### src/hdl/cbs_pkg.sv
package cbs_pkg;

  // fixed point and field widths
  localparam int FRAC_BITS      = 16;
  localparam int DEF_MAX_POINTS = 64;
  localparam int CNT_W          = 7;
  localparam int PIDX_W         = 6;
  localparam int COMP_W         = 32;
  localparam int POS_W          = FRAC_BITS + 1;
  localparam int U_W            = 24;
  localparam int WGT_W          = 24;
  localparam int NUM_W          = 25;
  localparam int PROD_W         = NUM_W + WGT_W;
  localparam int PP_W           = WGT_W + COMP_W;
  localparam int ACC_W          = PP_W + 2;
  localparam int OPS_N          = 12;
  localparam int OPI_W          = 4;

  // item opcodes
  localparam logic OP_WRITE = 1'b0;
  localparam logic OP_EVAL  = 1'b1;

  // floor divide by three through a biased reciprocal
  localparam logic [31:0] RECIP3    = 32'hAAAA_AAAB;
  localparam logic [31:0] DIV3_BIAS = 32'h6000_0000;
  localparam logic [30:0] DIV3_OFF  = 31'h2000_0000;

  // one step of the basis recurrence: c[tgt] (+)= (num * c[src]) / span
  typedef struct packed {
    logic [1:0] tgt;
    logic       u_minus;
    logic [2:0] ka;
    logic [1:0] src;
    logic [2:0] dk0;
    logic [2:0] dk1;
    logic       acc;
  } rop_t;

  // controller to datapath commands
  typedef struct packed {
    logic             take;
    logic             prep;
    logic             wmul;
    logic             wdiv;
    logic             wwb;
    logic             prd;
    logic             pmul;
    logic             pacc;
    logic             out_load;
    logic [OPI_W-1:0] op_idx;
    logic [1:0]       pt_idx;
  } cmd_t;

  // degree three recurrence unrolled in evaluation order
  function automatic rop_t recur_op(input logic [OPI_W-1:0] idx);
    rop_t r;
    r = '0;
    case (idx)
      4'd0:    r = '{2'd2, 1'b0, 3'd3, 2'd3, 3'd3, 3'd2, 1'b0};
      4'd1:    r = '{2'd3, 1'b1, 3'd2, 2'd3, 3'd3, 3'd2, 1'b0};
      4'd2:    r = '{2'd1, 1'b0, 3'd3, 2'd2, 3'd3, 3'd1, 1'b0};
      4'd3:    r = '{2'd2, 1'b1, 3'd1, 2'd2, 3'd3, 3'd1, 1'b0};
      4'd4:    r = '{2'd2, 1'b0, 3'd4, 2'd3, 3'd4, 3'd2, 1'b1};
      4'd5:    r = '{2'd3, 1'b1, 3'd2, 2'd3, 3'd4, 3'd2, 1'b0};
      4'd6:    r = '{2'd0, 1'b0, 3'd3, 2'd1, 3'd3, 3'd0, 1'b0};
      4'd7:    r = '{2'd1, 1'b1, 3'd0, 2'd1, 3'd3, 3'd0, 1'b0};
      4'd8:    r = '{2'd1, 1'b0, 3'd4, 2'd2, 3'd4, 3'd1, 1'b1};
      4'd9:    r = '{2'd2, 1'b1, 3'd1, 2'd2, 3'd4, 3'd1, 1'b0};
      4'd10:   r = '{2'd2, 1'b0, 3'd5, 2'd3, 3'd5, 3'd2, 1'b1};
      4'd11:   r = '{2'd3, 1'b1, 3'd2, 2'd3, 3'd5, 3'd2, 1'b0};
      default: r = '0;
    endcase
    return r;
  endfunction

endpackage

### src/hdl/cbs_ctrl.sv
module cbs_ctrl (
  input  logic          clk,
  input  logic          rst_n,
  input  logic          in_valid,
  input  logic          in_op,
  output logic          in_ready,
  output logic          out_valid,
  input  logic          out_ready,
  output cbs_pkg::cmd_t cmd
);
  import cbs_pkg::*;

  typedef enum logic [8:0] {
    S_IDLE = 9'b000000001,
    S_PREP = 9'b000000010,
    S_WMUL = 9'b000000100,
    S_WDIV = 9'b000001000,
    S_WWB  = 9'b000010000,
    S_PRD  = 9'b000100000,
    S_PMUL = 9'b001000000,
    S_PACC = 9'b010000000,
    S_OUT  = 9'b100000000
  } state_t;

  state_t           state_r, state_nxt;
  logic [OPI_W-1:0] op_cnt_r, op_cnt_nxt;
  logic [1:0]       pt_cnt_r, pt_cnt_nxt;
  logic             out_valid_r, out_valid_nxt;
  logic             take, out_load;

  assign in_ready = (state_r == S_IDLE);
  assign take     = in_valid && in_ready;
  assign out_load = (state_r == S_OUT) && (!out_valid_r || out_ready);
  assign out_valid = out_valid_r;

  // sequencer
  always_comb begin
    state_nxt  = state_r;
    op_cnt_nxt = op_cnt_r;
    pt_cnt_nxt = pt_cnt_r;
    case (state_r)
      S_IDLE: begin
        if (take && in_op == OP_EVAL) state_nxt = S_PREP;
      end
      S_PREP: begin
        op_cnt_nxt = '0;
        state_nxt  = S_WMUL;
      end
      S_WMUL: state_nxt = S_WDIV;
      S_WDIV: state_nxt = S_WWB;
      S_WWB: begin
        if (op_cnt_r == OPI_W'(OPS_N - 1)) begin
          pt_cnt_nxt = '0;
          state_nxt  = S_PRD;
        end else begin
          op_cnt_nxt = op_cnt_r + 1'b1;
          state_nxt  = S_WMUL;
        end
      end
      S_PRD:  state_nxt = S_PMUL;
      S_PMUL: state_nxt = S_PACC;
      S_PACC: begin
        if (pt_cnt_r == 2'd3) begin
          state_nxt = S_OUT;
        end else begin
          pt_cnt_nxt = pt_cnt_r + 1'b1;
          state_nxt  = S_PRD;
        end
      end
      S_OUT: begin
        if (out_load) state_nxt = S_IDLE;
      end
      default: state_nxt = S_IDLE;
    endcase
  end

  // result word held until taken
  always_comb begin
    out_valid_nxt = out_valid_r;
    if (out_load) out_valid_nxt = 1'b1;
    else if (out_ready) out_valid_nxt = 1'b0;
  end

  always_ff @(posedge clk) begin
    if (!rst_n) begin
      state_r     <= S_IDLE;
      op_cnt_r    <= '0;
      pt_cnt_r    <= '0;
      out_valid_r <= 1'b0;
    end else begin
      state_r     <= state_nxt;
      op_cnt_r    <= op_cnt_nxt;
      pt_cnt_r    <= pt_cnt_nxt;
      out_valid_r <= out_valid_nxt;
    end
  end

  // commands
  always_comb begin
    cmd          = '0;
    cmd.take     = take;
    cmd.prep     = (state_r == S_PREP);
    cmd.wmul     = (state_r == S_WMUL);
    cmd.wdiv     = (state_r == S_WDIV);
    cmd.wwb      = (state_r == S_WWB);
    cmd.prd      = (state_r == S_PRD);
    cmd.pmul     = (state_r == S_PMUL);
    cmd.pacc     = (state_r == S_PACC);
    cmd.out_load = out_load;
    cmd.op_idx   = op_cnt_r;
    cmd.pt_idx   = pt_cnt_r;
  end

endmodule

### config.mk
export PLATFORM = sky130hd
export DESIGN_NAME = cbs_ctrl
export DESIGN_NICKNAME = d
export VERILOG_FILES = /design/src/hdl/cbs_pkg.sv /design/src/hdl/cbs_ctrl.sv
export SDC_FILE = /design/constraint.sdc
export NUM_CORES = 1
export LEC_CHECK = 0
export BUFFER_PORTS_ARGS = -buffer_cell sky130_fd_sc_hd__buf_4
export CAP_MARGIN = 20
export CORE_AREA = 3 3 48 50
export CTS_BUF_LIST = sky130_fd_sc_hd__clkbuf_4 sky130_fd_sc_hd__clkbuf_8 sky130_fd_sc_hd__clkbuf_16
export CTS_CLUSTER_SIZE = 14
export DETAILED_ROUTE_END_ITERATION = 10
export DIE_AREA = 0 0 51 53
export GPL_TIMING_DRIVEN = 0
export PLACE_DENSITY = 0.74
export SLEW_MARGIN = 20
export SYNTH_ARGS = -nofsm -noshare
export SYNTH_HDL_FRONTEND = slang
export SYNTH_SLANG_ARGS = --single-unit
### constraint.sdc
create_clock -name clk -period 2.1 [get_ports clk]
set_input_delay 0.525 -clock clk [delete_from_list [all_inputs] [get_ports clk]]
set_output_delay 0.525 -clock clk [all_outputs]
set_load 0.01 [all_outputs]
-- Word level (Yosys, flattened, before mapping)
Index checks and enable logic that the tools add are counted.
- register bits: 16
- input bits: 5
- output and inout bits: 17
- $add $sub $neg: 2
- equality and inequality tests: 16
- mux-type cells: 12
- reductions and logical operators: 11
- operators with widths (cell ; number):
    $pmux 9 s9 ; 1
    $mux 9 ; 3
    $eq 9x1->1 const B ; 1
    $eq 9x2->1 const B ; 1
    $eq 9x3->1 const B ; 1
    $eq 9x4->1 const B ; 1
    $eq 9x5->1 const B ; 1
    $eq 9x6->1 const B ; 1
    $eq 9x7->1 const B ; 1
    $eq 9x8->1 const B ; 1
    $eq 9x9->1 const B ; 1
    $pmux 4 s2 ; 1
    $mux 6 ; 1
    $ne 2x2->1 const B ; 3
    $reduce_bool 2->1 ; 3
    $add 4x1->4 const B ; 1
    $eq 4x4->1 const B ; 1
    $mux 2 ; 2
    $mux 4 ; 1
    $ne 2x1->1 const B ; 2
    $pmux 2 s2 ; 1
    $reduce_and 2->1 ; 2
    $logic_and 1x1->1 ; 3
    $reduce_and 3->1 ; 1
    other kinds (5) ; 6

-- Depth between registers and ports, before layout
Gate-level depths: netlist of run 1.
- depth after elaboration: 5
- gate-level depth with buffers: 6
- mapped depth without buffers: 6

-- Least setup slack after synthesis of run 1
Ideal clock, no wire load.
- kind: flip-flop to output port
- start: register state_r[4]
- end: output port cmd[14] (netlist bit)
- arrival time: 1.549 ns
- slack: 0.026 ns
- cell stages (with the launch flop): 7
- buffers on the path: 2
- cells stage by stage: dfxtp_1 -> buf_6 -> or4_4 -> nor2_2 -> and4b_1 -> and2_1 -> buf_4
- word-level cells in the longest chain between the ends: 2
- ends and longest elaborated chain (element ; line ; source):
    from (decl) ; cbs_ctrl.sv:25 ; state_t state_r, state_nxt;
    from (signal assigned) ; cbs_ctrl.sv:91 ; state_r <= state_nxt;
    $eq 9x1->1 ; cbs_ctrl.sv:31 ; assign in_ready = (state_r == S_IDLE);
    via in_ready ; cbs_ctrl.sv:6 ; output logic in_ready,
    $logic_and 1x1->1 ; cbs_ctrl.sv:32 ; assign take = in_valid && in_ready;
    to (decl) ; cbs_ctrl.sv:9 ; output cbs_pkg::cmd_t cmd
The timed path passes the listed nets, and every way through them passes these cells.

==> metrics, run 1 <==
fmax=roughly 420 MHz; slowest CP cell=or4_4; H-tree depth=1; first-pass GRT wire length=between 4000 and 5000 um; Crit path max-delay family=simple AND/OR/NAND/NOR gates; post-synthesis xor/xnor area fraction=2.72%; Avg Cell Area, Syn=about 9 um^2; filler cell count=150; max_cap viols=0; GRT Total Usage=about a fifth; Placed Area=approximately 0.0012 mm^2; vias=~950; number of synthesized register bits=16; die footprint=0.00270 mm^2; Yosys Warn Count=0; Worst Setup End Kind=primary output; post-synthesis async set-or-reset flop share=0%; most frequent cell after synthesis=dfxtp_1; final slew viol count=0; Mapped Area=967 um^2; top cells by area, synth=dfxtp_1 33%, nor2_1 4.7%, and4b_1 4.1%; Worst Clk Skew=~6.6 ps; clk slew on worst S/H paths=~100 ps; I/O Buffers=21; WS Path Type=flop to primary output; CTS sink count=16; num rows=16; DRC viols=0; outcome=finished with violations; RSZ-0062 raised after global routing=true; layout cells sized above 1=around half; first drt pass iteration count=4; Die H=between 50 and 60 um; failing checks=setup timing; Core Region=around 0.002 mm^2; crit path launch type=flop; post-DP HPWL=~1500 um; global route overflow=0; EDFF count, synth=0; initial antenna violation count=0; post-synth top area cell=dfxtp_1; Post-Route Utilization=about 72%; max incr delay on CP=570 ps; routability-driven placement congestion ratio=0.893; Setup WS pre-CTS=-89.0 ps; worst rel slew slack=between 60% and 70%; largest family of logic cells by synthesized area=simple AND/OR/NAND/NOR gates; largest net degree at the start of global routing=11; Top cell by count, worst path=buf_6; initial core utilization=roughly half; Worst-Skew Late Latency=300 ps; Synth Area in Compound Gates=between 10% and 20%; Synth Area in Simple Gates=a little over two fifths; Hold Crit Class=primary input to flop; multiplexer area fraction after synthesis=0%; Root Driver=clkbuf_4; Top FF cell, synth=dfxtp_1; worst path bufs/invs=2; static leakage=slightly below 0.6 nW; CP required=about 1600 ps; post-synth cell types=44; mean routed wirelength per cell=between 10 and 15 um; Setup violations, final=6; cell count after placement=approximately 160; Ant. Diodes=0; # IOs=22; die width=between 50 and 60 um; design area=about 0.0014 mm^2; Synth top cells by count=16 x dfxtp_1, 12 x nor2_1, 5 x nand2b_1, 5 x nand3_1; final antenna-violating net count=0; PnR worst setup slack=-279 ps; Final Cycle Share=113%; Synth Instances=between 100 and 150; top-area cell type share of the netlist area=about 33%; Iteration-0 DRC Markers=10; Vias/cell=between 5 and 6; Total Power=0.656 mW; Seq/Total Area, Yosys=33.1%; PD cells=~470 mW/mm^2; post-synthesis adder-cell area fraction=between 2 and 3%; final instance count without filler cells=~170; vias in the first global route=~930; crit path max fanout=3; critical path data arrival time=between 1500 and 2000 ps; worst-path cell chain=or4_4, nor2_4, buf_6, and4b_1, buf_6; worst slew pin tran=roughly 450 ps; endpoints failing hold=0; cts-stage hold buffer count=0; Nets=about 160; CTS tree=done; syn nets=116; CTS Buf Count=3; Total Routed Length=between 2000 and 2500 um; VDD IR max=around 0.42 mV; maximum clock path buffer count=2; Layout Area Growth over Synthesis=45.0%; fin crit period=2380 ps
[metrics by stage]
stage,hold WS (ps),setup TNS (ps)
after floorplan,504,0
after global placement,476,-78.2
after detailed placement,488,-89.0
after CTS,504,-1100
after global routing,512,-1520
final,500,-1210
[report_power, final]
group,leakage (nW),internal (mW),total (mW),switching [mW]
clock network,0.0210,0.106,0.213,0.107
registers,0.134,0.303,0.307,0.00394
logic,0.439,0.0761,0.136,0.0602
[layout by cell type, fill, tap and decap left out, drive strengths merged]
cell	Yosys	routed
or3b	2	2
nand4	2	2
dfxtp	16	16
or4	1	1
nor2	14	14
and2	3	3
nand3	5	5
a211o	1	1
nand4b	1	1
a21boi	3	3
nor3b	2	2
clkbuf	2	5
a21oi	3	3
o21a	2	2
ha	2	2
o211ai	1	1
nand2	5	5
o21ai	2	2
nand4bb	1	1
nor3	3	3
nor2b	4	4
and4b	4	4
nor4	4	4
xor2	3	3
a211oi	1	1
a21o	1	1
nor4b	1	1
nand2b	5	5
buf	6	41
a31o	1	1
o221a	1	1
inv	2	2
nand3b	3	3
a31oi	1	1
and3	1	1
[kinds of logic (layout without fill, tap and decap cells)]
group / after synthesis / in the layout
buf+inv: 10 / 48
compound gates: 17 / 17
flops: 16 / 16
xor+xnor: 3 / 3
simple gates: 61 / 61
fa+ha+maj: 2 / 2
[final cells by class]
| type | count | area [um^2] | share of cell area, % |
|---|---|---|---|
| Buffer | 3 | 13.8 | 0.981 |
| Inverter | 2 | 7.51 | 0.535 |
| Clock buffer | 4 | 36.3 | 2.59 |
| Multi-Input combinational cell | 83 | 651 | 46.4 |
| Tap cell | 27 | 33.8 | 2.41 |
| Sequential cell | 16 | 342 | 24.4 |
| Timing Repair Buffer | 39 | 319 | 22.7 |
[metal layers]
layer / up-vias / share of wire (%) / global-route usage [%]
met1: 454 / 42 / 23.9
met2: 24 / 51 / 33.0
li1: 466 / - / -
met5: - / 0 / 0
met3: 5 / 4.6 / 3.10
met4: 0 / 1.5 / 8.52
[timing repair]
item	in CTS	in global routing
gates resized for setup	16	20
buffers inserted	11	8
pin swaps	6	7
endpoints found under the setup margin	9	10
[registers in the layout (all words and copies together) (netlist names)]
register and flops:
state_r 9, op_cnt_r 4, pt_cnt_r 2, out_valid 1
[final timing paths]
path	startpoint	slack, ps	depth (start not counted)	to
worst max-delay path	state_r[5]$_SDFFE_PN0P_	-280	5	cmd[13]
worst min-delay path	rst_n	500	2	op_cnt_r[0]$_SDFFE_PN0P_
worst max register to register	state_r[5]$_SDFFE_PN0P_	70	8	op_cnt_r[0]$_SDFFE_PN0P_
worst min register to register	pt_cnt_r[1]$_SDFFE_PN0P_	500	2	pt_cnt_r[1]$_SDFFE_PN0P_
Note: power is estimated with default switching activity, not from simulation.
==> run 2: changes to the inputs <==
- PLACE_DENSITY: 0.74 -> unset
- PLACE_DENSITY_LB_ADDON: unset -> 0.1
==> metrics, run 2 (same netlist as run 1, synthesis figures left out) <==
fmax=428 MHz (+1.8%); register area=342 um^2 (unchanged); Root Driver=clkbuf_4; crit path launch type=flop; initial antenna violation count=0 (unchanged); commonest cells after routing, fill and taps aside=35 x buf_4, 10 x nor2_1, 9 x dfxtp_1, 9 x buf_6; Hold Crit Class=flop to flop; failing checks=setup timing; number of flip-flops in the largest register=9 (unchanged); Worst-Skew Late Latency=280 ps (-20 ps); Min Hold Slack=501 ps (+1.43 ps); routability-driven placement congestion ratio=0.827 (-7.3%); die width=51 um (unchanged); CTS Buf Count=3 (unchanged); endpoints failing hold=0 (unchanged); cell count after placement=157 (unchanged); slowest CP cell=or4_4; post-DP HPWL=1520 um (+0.71%); first-pass GRT wire length=3840 um (-4.3%); Total Routed Length=2660 um (+7.1%); WS Path Type=flop to primary output; VDD IR max=0.312 mV (-25%); initial core utilization=49.8% (unchanged); Nets=159 (+2.6%); Final Cycle Share=111% (-2.0 points); CP required=1570 ps (about the same); Layout Area Growth over Synthesis=50.7%; GRT Total Usage=19.1% (-0.25 points); filler cell count=137 (-8.7%); most common cell after layout, fill and taps aside=buf_4; vias in the first global route=848 (-8.7%); Reg2Reg Setup Slack=50 ps (-20 ps); I/O Buffers=21 (unchanged); layout cells sized above 1=51.7% (+2.7 points); static leakage=0.627 nW (+5.7%); maximum clock path buffer count=2 (unchanged); max incr delay on CP=550 ps (-20 ps); Iteration-0 DRC Markers=20 (+10); Worst Clk Skew=1.42 ps (-5.22 ps); die footprint=0.00270 mm^2 (unchanged); critical path data arrival time=1810 ps (-40 ps); # IOs=22 (unchanged); worst-path cell chain=or4_4, nor2_4, and4b_1, and2_4, buf_6; fin crit period=2340 ps (-41.9 ps); final slew viol count=0 (unchanged); CTS sink count=16 (unchanged); worst rel slew slack=70.7% (+1.0 points); Multi-input gate area=666 um^2 (+2.3%); num rows=16 (unchanged); Setup violations, final=7 (+1); DRC viols=0 (unchanged); crit path max fanout=3 (unchanged); worst slew pin tran=439 ps (-13.3 ps); max_cap viols=0 (unchanged); RSZ-0062 raised after global routing=true; Vias/cell=5.41 (-0.81%); global route overflow=0 (unchanged); Setup WS pre-CTS=-82.1 ps (+6.88 ps); first drt pass iteration count=4 (unchanged); largest net degree at the start of global routing=11 (unchanged); biggest regs=state_r: 9 flops, op_cnt_r: 4 flops, pt_cnt_r: 2 flops; clk slew on worst S/H paths=90 ps (about the same); Core Region=0.00194 mm^2 (unchanged); Post-Route Utilization=75.1% (+2.8 points); CTS tree=done; PnR worst setup slack=-237 ps (+41.9 ps); Ant. Diodes=0 (unchanged); vias=963 (+1.5%); PD cells=441 mW/mm^2 (-5.7%); Final TNS setup=-928 ps (+277 ps); Worst Setup End Kind=primary output; final antenna-violating net count=0 (unchanged); final instance count without filler cells=178 (+2.3%); mean routed wirelength per cell=14.9 um (+4.7%); Die H=53 um (unchanged); H-tree depth=1 (unchanged); register bank with the most flops=state_r; outcome=finished with violations
-- run 2: area by class of cell --
cell class	count	share of cell area, %
Multi-Input combinational cell	83	45.7
Timing Repair Buffer	43	24.5
Sequential cell	16	23.4
Clock buffer	4	2.49
Tap cell	27	2.32
Buffer	3	1.12
Inverter	2	0.515
-- run 2: path summary, 6_finish.rpt --
kind / to / from / depth (start not counted)
worst min-delay path: pt_cnt_r[1]$_SDFFE_PN0P_ / pt_cnt_r[1]$_SDFFE_PN0P_ / 2
worst min register to register: pt_cnt_r[1]$_SDFFE_PN0P_ / pt_cnt_r[1]$_SDFFE_PN0P_ / 2
worst max-delay path: cmd[14] / state_r[8]$_SDFFE_PN0P_ / 5
worst max register to register: state_r[1]$_SDFFE_PN0P_ / state_r[5]$_SDFFE_PN0P_ / 10
-- run 2: timing repair --
item	in CTS	in global routing
setup buffers	11	11
endpoints found under the setup margin	9	15
pin swaps	10	7
gates resized for setup	21	21
hold buffers	0	0
-- run 2: layer usage --
metal / track usage [%] / wire length (um) / vias up
li1: - / - / 477
met1: 24.1 / 1150 / 455
met2: 31.8 / 1370 / 27
met3: 3.94 / 99 / 4
met4: 7.62 / 38 / 0
met5: 0 / 0 / -
-- run 2: metrics by stage --
stage	area, um^2	total power, mW
2_1_floorplan	967	0.379
3_3_place_gp	1160	0.405
3_5_place_dp	1160	0.406
4_1_cts	1300	0.626
5_1_grt	1460	0.671
6_report	1460	0.643
-- run 2: critical path: cells and delay by family, from the launching register on --
family / cells / cell delay, ps
DFF: 1 / 360
and+or+nand+nor: 4 / 1080
buffers and inverters: 1 / 90
-- run 2: power by group --
group          switching, mW  internal, mW
logic                 0.0560        0.0769
clock network         0.0977         0.106
registers            0.00387         0.303
